===== config.mk =====
export PLATFORM = sky130hd
export DESIGN_NAME = bresenham_line_stepper
export DESIGN_NICKNAME = d
export VERILOG_FILES = /design/src/hdl/bls_pkg.sv /design/src/hdl/bls_front.sv /design/src/hdl/bls_queue.sv /design/src/hdl/bls_back.sv /design/src/hdl/bresenham_line_stepper.sv
export VERILOG_INCLUDE_DIRS = /design/src /design/src/hdl
export SDC_FILE = /design/constraint.sdc
export NUM_CORES = 1
export LEC_CHECK = 0
export ABC_AREA = 1
export BUFFER_PORTS_ARGS = -buffer_cell sky130_fd_sc_hd__buf_2
export CAP_MARGIN = 30
export CORE_ASPECT_RATIO = 0.8
export CORE_MARGIN = 2
export CORE_UTILIZATION = 45
export CTS_CLUSTER_SIZE = 28
export DETAILED_ROUTE_END_ITERATION = 8
export GPL_TIMING_DRIVEN = 0
export HOLD_SLACK_MARGIN = 0.15
export REMOVE_ABC_BUFFERS = 1
export SLEW_MARGIN = 20
export SYNTH_ARGS = -nofsm -noshare
export SYNTH_HDL_FRONTEND = slang
export SYNTH_SLANG_ARGS = --single-unit

===== constraint.sdc =====
create_clock -name clk -period 16.1 [get_ports clk]
set_input_delay 1.61 -clock clk [delete_from_list [all_inputs] [get_ports clk]]
set_output_delay 1.61 -clock clk [all_outputs]
set_load 0.02 [all_outputs]

===== src/hdl/bresenham_line_stepper_macros.svh =====
// Assertion macros for the line stepper, sampled on clk.
`ifndef BRESENHAM_LINE_STEPPER_MACROS_SVH
`define BRESENHAM_LINE_STEPPER_MACROS_SVH

// Checked outside reset only.
`define BLS_ASSERT(lbl, prop, msg) \
  lbl: assert property (@(posedge clk) disable iff (rst) prop) else $error(msg);

// Checked on every edge, reset included.
`define BLS_ASSERT_RST(lbl, prop, msg) \
  lbl: assert property (@(posedge clk) prop) else $error(msg);

`endif


===== src/hdl/bls_pkg.sv =====
// Shared constants and width helpers for the line stepper.
`default_nettype none

package bls_pkg;

  localparam logic OP_START = 1'b0;
  localparam logic OP_STEP  = 1'b1;

  // Bits of one classified command: start flag, four coordinates,
  // two step signs, steep flag and the signed decision term.
  function automatic int cmd_bits(input int coord_bits);
    return 1 + 4 * coord_bits + 3 + coord_bits + 3;
  endfunction

endpackage

`default_nettype wire


===== src/hdl/bls_front.sv =====
// Front end: takes requests, classifies them and sets up line parameters.
`default_nettype none

module bls_front #(
  parameter int COORD_BITS = 10,
  parameter int IN_W       = 40,
  parameter int CMD_W      = 57
) (
  input  wire logic             clk,
  input  wire logic             rst,
  input  wire logic             s_axis_tvalid,
  output logic                  s_axis_tready,
  input  wire logic [IN_W-1:0]  s_axis_tdata,
  input  wire logic             s_axis_tuser,
  output logic                  f_valid,
  input  wire logic             f_ready,
  output logic [CMD_W-1:0]      f_cmd
);
  import bls_pkg::*;

  localparam int CB    = COORD_BITS;
  localparam int DEC_W = CB + 3;

  typedef struct packed {
    logic                    start;
    logic [CB-1:0]           x0;
    logic [CB-1:0]           y0;
    logic [CB-1:0]           major;
    logic [CB-1:0]           minor;
    logic                    xdown;
    logic                    ydown;
    logic                    steep;
    logic signed [DEC_W-1:0] decision;
  } cmd_t;

  logic [CB-1:0] x0, y0, x1, y1, ax, ay;
  cmd_t          cmd_next;
  cmd_t          cmd;

  assign x0 = s_axis_tdata[CB-1:0];
  assign y0 = s_axis_tdata[2*CB-1:CB];
  assign x1 = s_axis_tdata[3*CB-1:2*CB];
  assign y1 = s_axis_tdata[4*CB-1:3*CB];

  always_comb begin
    ax = (x1 >= x0) ? (x1 - x0) : (x0 - x1);
    ay = (y1 >= y0) ? (y1 - y0) : (y0 - y1);
    cmd_next.start = (s_axis_tuser == OP_START);
    cmd_next.x0    = x0;
    cmd_next.y0    = y0;
    cmd_next.xdown = (x1 < x0);
    cmd_next.ydown = (y1 < y0);
    cmd_next.steep = (ay > ax);
    cmd_next.major = cmd_next.steep ? ay : ax;
    cmd_next.minor = cmd_next.steep ? ax : ay;
    cmd_next.decision = $signed({2'b00, cmd_next.minor, 1'b0})
                      - $signed({3'b000, cmd_next.major});
  end

  assign s_axis_tready = !f_valid || f_ready;

  always_ff @(posedge clk) begin
    if (rst) begin
      f_valid <= 1'b0;
    end else if (s_axis_tready) begin
      f_valid <= s_axis_tvalid;
    end
  end

  always_ff @(posedge clk) begin
    if (s_axis_tready && s_axis_tvalid) begin
      cmd <= cmd_next;
    end
  end

  assign f_cmd = cmd;

endmodule

`default_nettype wire


===== src/hdl/bls_queue.sv =====
// Two-entry command queue between front end and stepper.
`default_nettype none

module bls_queue #(
  parameter int WIDTH = 57
) (
  input  wire logic             clk,
  input  wire logic             rst,
  input  wire logic             in_valid,
  output logic                  in_ready,
  input  wire logic [WIDTH-1:0] in_data,
  output logic                  out_valid,
  input  wire logic             out_ready,
  output logic [WIDTH-1:0]      out_data
);

  logic [WIDTH-1:0] slots [2];
  logic             wr_ptr;
  logic             rd_ptr;
  logic [1:0]       count;
  logic             push;
  logic             pop;

  assign in_ready  = (count != 2'd2);
  assign out_valid = (count != 2'd0);
  assign push      = in_valid && in_ready;
  assign pop       = out_valid && out_ready;
  assign out_data  = slots[rd_ptr];

  always_ff @(posedge clk) begin
    if (rst) begin
      wr_ptr <= 1'b0;
      rd_ptr <= 1'b0;
      count  <= 2'd0;
    end else begin
      if (push) wr_ptr <= ~wr_ptr;
      if (pop) rd_ptr <= ~rd_ptr;
      if (push && !pop) begin
        count <= count + 2'd1;
      end else if (pop && !push) begin
        count <= count - 2'd1;
      end
    end
  end

  always_ff @(posedge clk) begin
    if (push) begin
      slots[wr_ptr] <= in_data;
    end
  end

endmodule

`default_nettype wire


===== src/hdl/bls_back.sv =====
// Stepper: holds the active line, walks it and registers each pixel.
`default_nettype none

module bls_back #(
  parameter int COORD_BITS = 10,
  parameter int OUT_W      = 24,
  parameter int CMD_W      = 57
) (
  input  wire logic             clk,
  input  wire logic             rst,
  input  wire logic             q_valid,
  output logic                  q_ready,
  input  wire logic [CMD_W-1:0] q_data,
  output logic                  m_axis_tvalid,
  input  wire logic             m_axis_tready,
  output logic [OUT_W-1:0]      m_axis_tdata,
  output logic                  m_axis_tlast,
  output logic                  m_axis_tuser,
  output logic                  line_active
);
  import bls_pkg::*;

  localparam int CB    = COORD_BITS;
  localparam int DEC_W = CB + 3;

  typedef struct packed {
    logic                    start;
    logic [CB-1:0]           x0;
    logic [CB-1:0]           y0;
    logic [CB-1:0]           major;
    logic [CB-1:0]           minor;
    logic                    xdown;
    logic                    ydown;
    logic                    steep;
    logic signed [DEC_W-1:0] decision;
  } cmd_t;

  cmd_t                    cmd;
  logic [CB-1:0]           cur_x, cur_y, major_delta, minor_delta, steps_left;
  logic signed [DEC_W-1:0] decision;
  logic                    xdown, ydown, steep, active;
  logic                    out_valid;
  logic [CB-1:0]           px, py;
  logic                    last, pvalid;

  logic                    pop;
  logic                    minor_step;
  logic signed [DEC_W-1:0] two_minor, two_diff, decision_next;
  logic [CB-1:0]           x_moved, y_moved, cur_x_next, cur_y_next;
  logic                    step_last;

  assign cmd     = cmd_t'(q_data);
  assign q_ready = !out_valid || m_axis_tready;
  assign pop     = q_valid && q_ready;

  always_comb begin
    minor_step    = !decision[DEC_W-1];
    two_minor     = $signed({2'b00, minor_delta, 1'b0});
    two_diff      = two_minor - $signed({2'b00, major_delta, 1'b0});
    decision_next = decision + (minor_step ? two_diff : two_minor);
    x_moved       = xdown ? (cur_x - 1'b1) : (cur_x + 1'b1);
    y_moved       = ydown ? (cur_y - 1'b1) : (cur_y + 1'b1);
    if (steep) begin
      cur_y_next = y_moved;
      cur_x_next = minor_step ? x_moved : cur_x;
    end else begin
      cur_x_next = x_moved;
      cur_y_next = minor_step ? y_moved : cur_y;
    end
    step_last = (steps_left == CB'(1));
  end

  always_ff @(posedge clk) begin
    if (rst) begin
      out_valid   <= 1'b0;
      active      <= 1'b0;
      cur_x       <= '0;
      cur_y       <= '0;
      decision    <= '0;
      major_delta <= '0;
      minor_delta <= '0;
      steps_left  <= '0;
      xdown       <= 1'b0;
      ydown       <= 1'b0;
      steep       <= 1'b0;
    end else begin
      if (pop) begin
        out_valid <= 1'b1;
      end else if (m_axis_tready) begin
        out_valid <= 1'b0;
      end
      if (pop) begin
        if (cmd.start) begin
          cur_x       <= cmd.x0;
          cur_y       <= cmd.y0;
          decision    <= cmd.decision;
          major_delta <= cmd.major;
          minor_delta <= cmd.minor;
          steps_left  <= cmd.major;
          xdown       <= cmd.xdown;
          ydown       <= cmd.ydown;
          steep       <= cmd.steep;
          active      <= (cmd.major != '0);
        end else if (active) begin
          cur_x      <= cur_x_next;
          cur_y      <= cur_y_next;
          decision   <= decision_next;
          steps_left <= steps_left - 1'b1;
          active     <= !step_last;
        end
      end
    end
  end

  always_ff @(posedge clk) begin
    if (pop) begin
      if (cmd.start) begin
        px     <= cmd.x0;
        py     <= cmd.y0;
        last   <= (cmd.major == '0);
        pvalid <= 1'b1;
      end else if (active) begin
        px     <= cur_x_next;
        py     <= cur_y_next;
        last   <= step_last;
        pvalid <= 1'b1;
      end else begin
        px     <= '0;
        py     <= '0;
        last   <= 1'b0;
        pvalid <= 1'b0;
      end
    end
  end

  always_comb begin
    m_axis_tdata           = '0;
    m_axis_tdata[2*CB-1:0] = {py, px};
  end

  assign m_axis_tvalid = out_valid;
  assign m_axis_tlast  = last;
  assign m_axis_tuser  = pvalid;
  assign line_active   = active;

endmodule

`default_nettype wire


===== src/hdl/bresenham_line_stepper.sv =====
// Top level of the Bresenham line stepper: front end, queue and stepper.
// Usage:
//   Requests enter on the s_axis channel. tuser is the opcode: 0 starts a
//   line from the endpoints in tdata and returns the start pixel, 1 returns
//   the next pixel of the active line. A step with no active line returns a
//   result with tuser low and zero pixel fields.
//   Results leave on m_axis: tdata holds the pixel, tlast marks the end
//   point of the line, tuser is high for a real pixel.
//   One request is taken per cycle while the receiver keeps tready high, and
//   each gives exactly one result; the stepper's add-and-compare per pixel
//   is combinational, ahead of its output register. A request passes the
//   front register, the two-entry queue and that output register to its result.
//   When the receiver holds tready low the output register keeps its
//   result, the queue fills, and s_axis_tready drops once the front
//   register is also occupied; no request is lost.
//   Reset empties all stages and drops any active line.
`default_nettype none
`include "bresenham_line_stepper_macros.svh"

module bresenham_line_stepper #(
  parameter int COORD_BITS = 10
) (
  input  wire logic                                     clk,
  input  wire logic                                     rst,
  input  wire logic                                     s_axis_tvalid,
  output logic                                          s_axis_tready,
  // start_x, start_y, end_x, end_y (lowest bits first), zero padded
  input  wire logic [((4*COORD_BITS+7)/8)*8-1:0]         s_axis_tdata,
  // opcode
  input  wire logic                                     s_axis_tuser,
  output logic                                          m_axis_tvalid,
  input  wire logic                                     m_axis_tready,
  // pixel_x, pixel_y (lowest bits first), zero padded
  output logic [((2*COORD_BITS+7)/8)*8-1:0]              m_axis_tdata,
  // is_last
  output logic                                          m_axis_tlast,
  // pixel_valid
  output logic                                          m_axis_tuser
);
  import bls_pkg::*;

  localparam int IN_W  = ((4*COORD_BITS+7)/8)*8;
  localparam int OUT_W = ((2*COORD_BITS+7)/8)*8;
  localparam int CMD_W = cmd_bits(COORD_BITS);

  logic             f_valid, f_ready;
  logic [CMD_W-1:0] f_cmd;
  logic             q_valid, q_ready;
  logic [CMD_W-1:0] q_data;
  logic             line_active;

  bls_front #(
    .COORD_BITS(COORD_BITS),
    .IN_W      (IN_W),
    .CMD_W     (CMD_W)
  ) u_front (
    .clk          (clk),
    .rst          (rst),
    .s_axis_tvalid(s_axis_tvalid),
    .s_axis_tready(s_axis_tready),
    .s_axis_tdata (s_axis_tdata),
    .s_axis_tuser (s_axis_tuser),
    .f_valid      (f_valid),
    .f_ready      (f_ready),
    .f_cmd        (f_cmd)
  );

  bls_queue #(
    .WIDTH(CMD_W)
  ) u_queue (
    .clk      (clk),
    .rst      (rst),
    .in_valid (f_valid),
    .in_ready (f_ready),
    .in_data  (f_cmd),
    .out_valid(q_valid),
    .out_ready(q_ready),
    .out_data (q_data)
  );

  bls_back #(
    .COORD_BITS(COORD_BITS),
    .OUT_W     (OUT_W),
    .CMD_W     (CMD_W)
  ) u_back (
    .clk          (clk),
    .rst          (rst),
    .q_valid      (q_valid),
    .q_ready      (q_ready),
    .q_data       (q_data),
    .m_axis_tvalid(m_axis_tvalid),
    .m_axis_tready(m_axis_tready),
    .m_axis_tdata (m_axis_tdata),
    .m_axis_tlast (m_axis_tlast),
    .m_axis_tuser (m_axis_tuser),
    .line_active  (line_active)
  );

  `BLS_ASSERT(a_invalid_zero, m_axis_tvalid && !m_axis_tuser |-> m_axis_tdata == '0 && !m_axis_tlast, "invalid pixel carries data")
  `BLS_ASSERT(a_last_idle, m_axis_tvalid && m_axis_tlast |-> !line_active, "line still active after its last pixel")
  `BLS_ASSERT(a_front_hold, f_valid && !f_ready |=> f_valid && $stable(f_cmd), "front command lost while queue full")
  `BLS_ASSERT_RST(a_reset_empty, rst |=> !m_axis_tvalid && !f_valid && !q_valid, "pipeline not empty after reset")

endmodule

`default_nettype wire


== After elaboration in Yosys (flattened, before gate mapping) ==
Memory sizes are Yosys's and may differ from the RTL's. A register that Yosys moved wholly into a read port is not among the register bits.
Index checks and enable logic that the tools add are counted.

* Magnitude comparators: 5
* Reductions and logical operators: 20
* Eq/ne operators: 2
* Bitwise gates (word level): 3
* Mux-type cells: 36
* Add/sub/neg operators: 14

{| class="wikitable"
|+ Operators with widths
! operator !! number
|-
| $mux W10 || 20
|-
| $sub A10 B10 Y10 || 4
|-
| $mux W13 || 3
|-
| $sub A10 B1 Y10 const B || 3
|-
| $add A10 B1 Y10 const B || 2
|-
| $ge A10 B10 Y1 || 2
|-
| $lt A10 B10 Y1 || 2
|-
| $add A13 B13 Y13 || 1
|-
| $sub A11 B10 Y12 || 1
|-
| $sub A11 B11 Y12 || 1
|-
| $mux W1 || 11
|-
| $eq A10 B1 Y1 const B || 1
|-
| $gt A10 B10 Y1 || 1
|-
| $logic_not A10 Y1 || 1
|-
| $reduce_bool A10 Y1 || 1
|-
| $reduce_bool A2 Y1 || 4
|-
| $logic_and A1 B1 Y1 || 5
|-
| $logic_not A1 Y1 || 5
|-
| $mux W2 || 2
|-
| $reduce_and A2 Y1 || 2
|-
| $not A1 Y1 || 3
|-
| $add A2 B1 Y2 const B || 1
|-
| $logic_or A1 B1 Y1 || 2
|-
| $ne A2 B2 Y1 const B || 1
|-
| $sub A2 B1 Y2 const B || 1
|}

* Memories: 1
* Register bits: 152
* RAM bits: 114
* Bits of input ports: 45
* Word-level logic and storage cells: 109

{| class="wikitable"
|+ Memories
! memory !! depth !! bits a word !! read ports !! clocked after Yosys merged registers in !! write ports !! RTL line !! RTL
|-
| u_queue.slots || 2 || 57 || 1 || 1 || 1 || bls_queue.sv:17 || <nowiki>logic [WIDTH-1:0] slots [2];</nowiki>
|}

== Depth between registers and ports, before layout ==
Gate-level depths: netlist of the first run.

* Word-level depth: 6
* Mapped depth: 45

== Cells and area by module ==
A second synthesis of the first run with hierarchy kept.

* Cell total of the unflattened synthesis: 1642
* Area, all modules: 15369.7 um^2

{| class="wikitable"
|+ By module, submodules not included
! module !! area each (um^2) !! seq. area each (um^2) !! cells an instance !! instances
|-
| bls_back || 6157.2 || 2001.9 || 885 || 1
|-
| bls_front || 4740.8 || 1671.6 || 543 || 1
|-
| bls_queue || 4471.8 || 3523.4 || 214 || 1
|}

== Worst setup path before layout of the first run ==
OpenSTA, ideal clock, no wires.

* Path kind: input to register
* From: in s_axis_tdata[30]
* To: reg u_front.cmd, in the netlist u_front.f_cmd[10], data pin
* Stages: 38
* Path buffers: 4
* Arrival time: 6340 ps
* Setup slack: 9507 ps
* Setup time: 252 ps
* Cells stage by stage: inv_1 ha_1 inv_1 fa_1 nand3_1 nand4_1 buf_4 o211ai_1 o31ai_2 o22ai_1 inv_1 o21bai_1 xor2_1 inv_1 ha_1 nand4_1 inv_1 nand4_1 [... 2 more ...] nor2_2 nor2_4 nand2_4 nand2_4 buf_6 buf_2 buf_2 nand2_1 o21ai_0 fa_1 o21ai_0 inv_1 o21ai_1 nand2_1 nand2_1 nand2_1 nand3_1 nand2_1

{| class="wikitable"
|+ RTL lines
! element !! RTL line !! RTL
|-
| from (decl) || bresenham_line_stepper.sv:28 || <nowiki>input wire logic [((4*COORD_BITS+7)/8)*8-1:0] s_axis_tdata,</nowiki>
|-
| to (signal assigned) || bls_front.sv:72 || <nowiki>cmd <= cmd_next;</nowiki>
|-
| to (decl) || bls_front.sv:38 || <nowiki>cmd_t cmd;</nowiki>
|}

==> key figures, run 1 <==
Status
  – Status: finished, final reports clean

Clocking
  – Skew-Pair Late Insertion Delay: 530 ps
  – Clock root cell: clkbuf_16
  – Num CTS Buffers: 27
  – Worst-path clk slew: 60 ps
  – TritonCTS clock tree: yes
  – Post-cts resize count: 0
  – Max Buffers Root-to-Sink: 3
  – Max H-tree Level: 1
  – Clock sink count: 260
  – Setup repair bufs after CTS: 0
  – # hold bufs at CTS: 0

STA
  – Pins Over Slew Limit: 0
  – Post-Route Setup TNS: 0 ps
  – Final hold slack: 440 ps
  – Slew headroom: 43.7%
  – Max Clk Rate: 136 MHz
  – Final worst slack: 8750 ps
  – RSZ-0062 raised after global routing: false
  – Final Critical Period: 7350 ps
  – Crit share post-route: 45.6%
  – Final hold violations: 0
  – Final setup viols: 0
  – Final Skew: 9.38 ps
  – Worst Max-Slew Pin Slew: 836 ps

Worst hold path
  – Hold Path Class: flip-flop to flip-flop
  – Hold path endpoint: u_queue.slots[0][35]
  – Hold Path Stages: 0
  – Hold_sp: u_front.f_cmd[35]

Synthesis
  – Cells after Synth: 1,569
  – Distinct cells, synth: 52
  – Mapped Area: 14,200 sq um
  – Top post-synthesis cells by area: edfxtp_1, dfxtp_1, nand2_1, ha_1, inv_1
  – XOR/XNOR Fraction of Synth Area: 2.40%
  – Main combinational cell family by area after synthesis: simple AND/OR/NAND/NOR gates
  – Synth Area in Simple Gates: 16.7%
  – EDFF count, synth: 187
  – Dominant synthesized flop cell: edfxtp_1
  – Seq/Total Area, Yosys: 50.0%
  – Post-synth top cells: nand2_1, inv_1, edfxtp_1, o21ai_0, a21oi_1
  – Flops & latches, synth: 260
  – Synth Area per Inst: 9.03 sq um
  – Most frequent cell after synthesis: nand2_1
  – Yosys top cell area share: 39.6%
  – Yosys warning total: 0
  – Post-synthesis adder-cell area fraction: 9.58%
  – Post-synth ARST share: 0%
  – Synth Area in Compound Gates: 13.2%
  – Post-synthesis mux area share: 0.707%
  – Yosys top cell by area: edfxtp_1

Finish
  – Layout cells sized above 1: 10.9%
  – Fin cells: 2,065
  – N_diodes: 0
  – # nets final: 1,773
  – Post-route cell area: 16,000 sq um
  – Synth-to-Final Area Change: 13.2%

Floorplan
  – Die height: 163 microns
  – Initial core utilization: 45.4%
  – Core area: 31,200 sq um
  – Die area: 32,900 sq um
  – Die width: 202 microns
  – Row cnt: 58
  – Ports: 73

GRT
  – GRT overflow: 0
  – Antenna violations before repair: 0
  – Global-route wire length before repair: 52,300 microns
  – Number of global-route vias before repair: 9,964
  – Total track usage: 19.9%
  – Largest net degree at the start of global routing: 68

Worst setup path
  – Most used cell, CP: nand2_1
  – Crit-path max FO: 39
  – Reg2reg setup slack: 11,890 ps
  – Crit. End Element: flip-flop
  – Startpoint Class: input port
  – CP max-delay cell: fa_1
  – Kind of critical path: input port to flip-flop
  – R2r endpoint: u_back.cur_y[0]
  – Slowest stage delay, CP: 480 ps
  – R2R depth: 13
  – Required @ worst endpoint: 16,370 ps
  – Worst path arrival time: 7620 ps

Route
  – Routed wire length: 32,000 microns
  – First DRT Iteration DRCs: 602
  – Vias: 10,400
  – Via density: 5.02
  – Final ANT Viol Nets: 0
  – First-pass iteration count of the detailed router: 5
  – Wire per inst: 15.5 microns
  – DRC: 0

Placement
  – Port Buffers: 68
  – Dpl cells: 2,016
  – Dpl ws: 8270 ps
  – Routability congestion estimate: 0.878
  – Placed cell areas: 15,100 sq um
  – HPWL Detailed: 23,500 microns

Power and ir drop
  – Pwr/cell area: 211 nW/um^2
  – P_leak: 0.00709 uW
  – Worst vdd ir: 0.0000920 V

Run
  – Max_cap viols: 0
-- sequential cells by signal, indices dropped and copies added, names as in the netlist, 2 cells and up, named ones only --
name and flops:
u_back.py 10, u_queue.slots 110, u_back.cur_x 10, u_back.steps_left 10, u_front.f_cmd 55, u_back.cur_y 10
u_back.px 10, u_back.major_delta 10, u_back.minor_delta 10, u_back.decision 12, u_queue.count 2
-- cell type report --
cell class | count | area (sq um)
inverters | 210 | 791
fillers | 2921 | 15200
clock buffers | 32 | 694
clock inverters | 17 | 189
repair buffers | 81 | 648
multi-input cells | 1045 | 6100
flip-flops and latches | 260 | 7080
well taps | 420 | 526
-- kinds of logic after synthesis --
family,count (synthesis)
other,1
adders and majority gates,103
and+or+nand+nor,558
xor gates and xnor gates,38
muxes,10
buffers and inverters,267
AOI/OAI and AO/OA,332
DFF,260
-- metrics by stage --
step | power [uW] | util, %
4_1_cts | 3410 | 51.4
5_1_grt | 3700 | 51.4
3_3_place_gp | 2700 | 47.4
2_1_floorplan | 2300 | -
6_report | 3390 | 51.4
3_5_place_dp | 2780 | 48.5
-- critical path, delay by kind of cell --
family	cells	cell delay, ps
compound gates	7	1540
simple gates	18	2050
fa+ha+maj	3	1220
buf+inv	8	740
xor+xnor	1	440
-- power breakdown --
part | internal [uW] | switching [uW]
clock | 372 | 250
sequential | 991 | 140
combinational | 594 | 1040
total | 1960 | 1430
-- how the worst max path moves through the flow --
stage                startpoint                  to  slack, ps  cells past startpoint
2_1_floorplan  s_axis_tdata[30]   u_front.f_cmd[10]       9590                     34
3_3_place_gp          flip-flop  u_back.decision[1]       5330                      9
3_5_place_dp   s_axis_tdata[13]   u_front.f_cmd[10]       8270                     37
4_1_cts        s_axis_tdata[13]   u_front.f_cmd[10]       8800                     37
5_1_grt        s_axis_tdata[13]   u_front.f_cmd[10]       8150                     37
6_report       s_axis_tdata[13]   u_front.f_cmd[10]       8750                     37
-- layer usage --
layer / part of all wire (%) / routed length, microns / track usage, % / vias to the layer above
met5: 0 / 0 / 0 / -
met4: 1.8 / 570 / 4.45 / 0
met3: 4.6 / 1470 / 2.68 / 41
met2: 43 / 13700 / 30.9 / 215
met1: 51 / 16300 / 29.7 / 4742
li1: - / - / - / 5378
-- cells in the final DEF (no fill, tap or decap), types with 28 or more instances in the layout --
cell type  count
edfxtp_1     187
nor2_1       102
dfxtp_1       72
a21oi_1      117
xor2_1        28
ha_1          94
inv_1        202
nand2_1      344
o21ai_0      128
buf_2         68
nand3_1       43
(Power assumes the default switching activity.)
==> inputs of run 2 (changes only) <==
==> constraint.sdc (replaced) <==
create_clock -name clk -period 5.9 [get_ports clk]
set_input_delay 0.59 -clock clk [delete_from_list [all_inputs] [get_ports clk]]
set_output_delay 0.59 -clock clk [all_outputs]
set_load 0.02 [all_outputs]
==> key figures, run 2 (synthesis results as in run 1) <==
Status
  – Status: finished, final reports clean

STA
  – Crit share post-route: 92.2%
  – Final Skew: 8.87 ps (-0.510 ps)
  – Final Critical Period: 5440 ps
  – Post-Route Setup TNS: 0 ps (unchanged)
  – Max Clk Rate: 184 MHz
  – Final setup viols: 0 (unchanged)
  – Final worst slack: 458 ps (-8290 ps)
  – Slew headroom: 45.7% (+2.0 points)
  – Pins Over Slew Limit: 0 (unchanged)
  – Final hold violations: 0 (unchanged)
  – Worst Max-Slew Pin Slew: 807 ps (-29.6 ps)

Floorplan
  – Die width: 202 microns (unchanged)
  – Die area: 32,900 sq um (unchanged)
  – Core area: 31,200 sq um (unchanged)
  – Initial core utilization: 45.4% (unchanged)
  – Ports: 73 (unchanged)
  – Row cnt: 58 (unchanged)
  – Die height: 163 microns (unchanged)

Finish
  – Fin cells: 2,068 (+0.15%)
  – Most common cell after layout, fill and taps aside: nand2_1
  – Synth-to-Final Area Change: 13.5%
  – N_diodes: 0 (unchanged)
  – Final core occ: 51.5% (+0.15 points)
  – # fillers: 2,915 (-0.21%)
  – Most frequent cells in the layout: nand2_1, inv_1, edfxtp_1
  – # nets final: 1,776 (+0.17%)
  – Layout cells sized above 1: 11.2% (+0.34 points)
  – Top reg by flops: u_queue.slots
  – Max reg flops: 110 (unchanged)
  – Post-route cell area: 16,100 sq um (+0.30%)

Route
  – Length of routed wiring on met1: 16,500 microns (+1.1%)
  – Via density: 5.04 (+0.37%)
  – Final ANT Viol Nets: 0 (unchanged)
  – DR WL met3: 1430 microns (-3.1%)
  – Top Layer Used: met4
  – First-pass iteration count of the detailed router: 6 (+1)
  – Wire length on met2: 13,800 microns (+0.68%)
  – Wire per inst: 15.6 microns (+0.56%)
  – DRC: 0 (unchanged)
  – Routed wire length: 32,300 microns (+0.70%)
  – Vias: 10,400 (+0.52%)
  – First DRT Iteration DRCs: 669 (+11%)

Placement
  – Port Buffers: 68 (unchanged)
  – HPWL Detailed: 23,500 microns (unchanged)
  – Dpl cells: 2,016 (unchanged)
  – Routability congestion estimate: 0.878 (unchanged)
  – Placed cell areas: 15,100 sq um (unchanged)
  – Dpl ws: -906 ps (-9180 ps)

Worst setup path
  – Slowest stage delay, CP: 430 ps (-50 ps)
  – CP max-delay cell: fa_1
  – Crit-path max FO: 20 (-49%)
  – Startpoint Class: input port
  – Worst path arrival time: 5710 ps (-1910 ps)
  – Kind of critical path: input port to flip-flop
  – Crit. End Element: flip-flop
  – Most used cell, CP: inv_1
  – R2R depth: 13 (unchanged)
  – Required @ worst endpoint: 6170 ps (-10,200 ps)

GRT
  – Number of global-route vias before repair: 9,966 (+0.020%)
  – Antenna violations before repair: 0 (unchanged)
  – Largest net degree at the start of global routing: 68 (unchanged)
  – GRT overflow: 0 (unchanged)
  – Total track usage: 19.9% (about the same)
  – Global-route wire length before repair: 52,300 microns (about the same)

Clocking
  – Max H-tree Level: 1 (unchanged)
  – Skew-Pair Late Insertion Delay: 530 ps (about the same)
  – Worst-path clk slew: 60 ps (about the same)
  – TritonCTS clock tree: yes
  – Max Buffers Root-to-Sink: 3 (unchanged)
  – Num CTS Buffers: 27 (unchanged)
  – Clock root cell: clkbuf_16
  – Clock sink count: 260 (unchanged)

Power and ir drop
  – Pwr/cell area: 578 nW/um^2 (+170%)
  – P_leak: 0.00711 uW (+0.22%)
  – Worst vdd ir: 0.000249 V (+170%)

Worst hold path
  – Hold Path Stages: 1 (+1)
  – Hold Path Class: input port to flip-flop

Run
  – Max_cap viols: 0 (unchanged)
run 2: layer usage:
layer  up-vias  global-route usage, %
li1       5381                      -
met1      4802                   29.7
met2       206                   30.9
met3        41                   2.68
met4         0                   4.45
met5         -                      0
run 2: critical path, delay by kind of cell:
family | cells | cell delay (ps)
AO/OA/AOI/OAI | 5 | 830
XOR/XNOR | 1 | 280
adder cells (fa/ha/maj) | 4 | 1310
buffers and inverters | 11 | 880
AND/OR/NAND/NOR | 13 | 1810
run 2: power by group:
part / internal [uW] / switching [uW] / total (uW)
Sequential: 2700 / 384 / 3090
Clock: 1010 / 681 / 1700
Combinational: 1640 / 2870 / 4500
run 2: through the flow:
step                hold slack, ps  total power, uW
floorplan                      421             6280
global placement               425             7360
detailed placement             431             7580
CTS                            246             9310
global route                   259            10100
finish                         271             9290
run 2: path summary, 6_finish.rpt:
kind | slack (ps) | start | to
worst max-delay path | 460 | s_axis_tdata[30] | u_front.f_cmd[10]
worst min-delay path | 270 | s_axis_tdata[19] | u_front.f_cmd[45]
worst max register to register | 1700 | flip-flop | u_back.cur_y[0]
worst min register to register | 440 | u_front.f_cmd[35] | u_queue.slots[0][35]
run 2: area by class of cell:
cell class,count,area (sq um),share of cell area [%]
Clock inverter,17,189,1.18
Timing Repair Buffer,83,663,4.12
Inverter,210,791,4.92
Tap cell,420,526,3.27
Sequential cell,260,7080,44.0
Clock buffer,32,694,4.32
Multi-Input combinational cell,1046,6130,38.2
run 2: repair_timing:
item	CTS	global route
buffers inserted	1	1
cloned	0	1
pin swaps	0	2
hold buffers	0	0
gates resized for setup	0	7
endpoints found under the setup margin	7	8
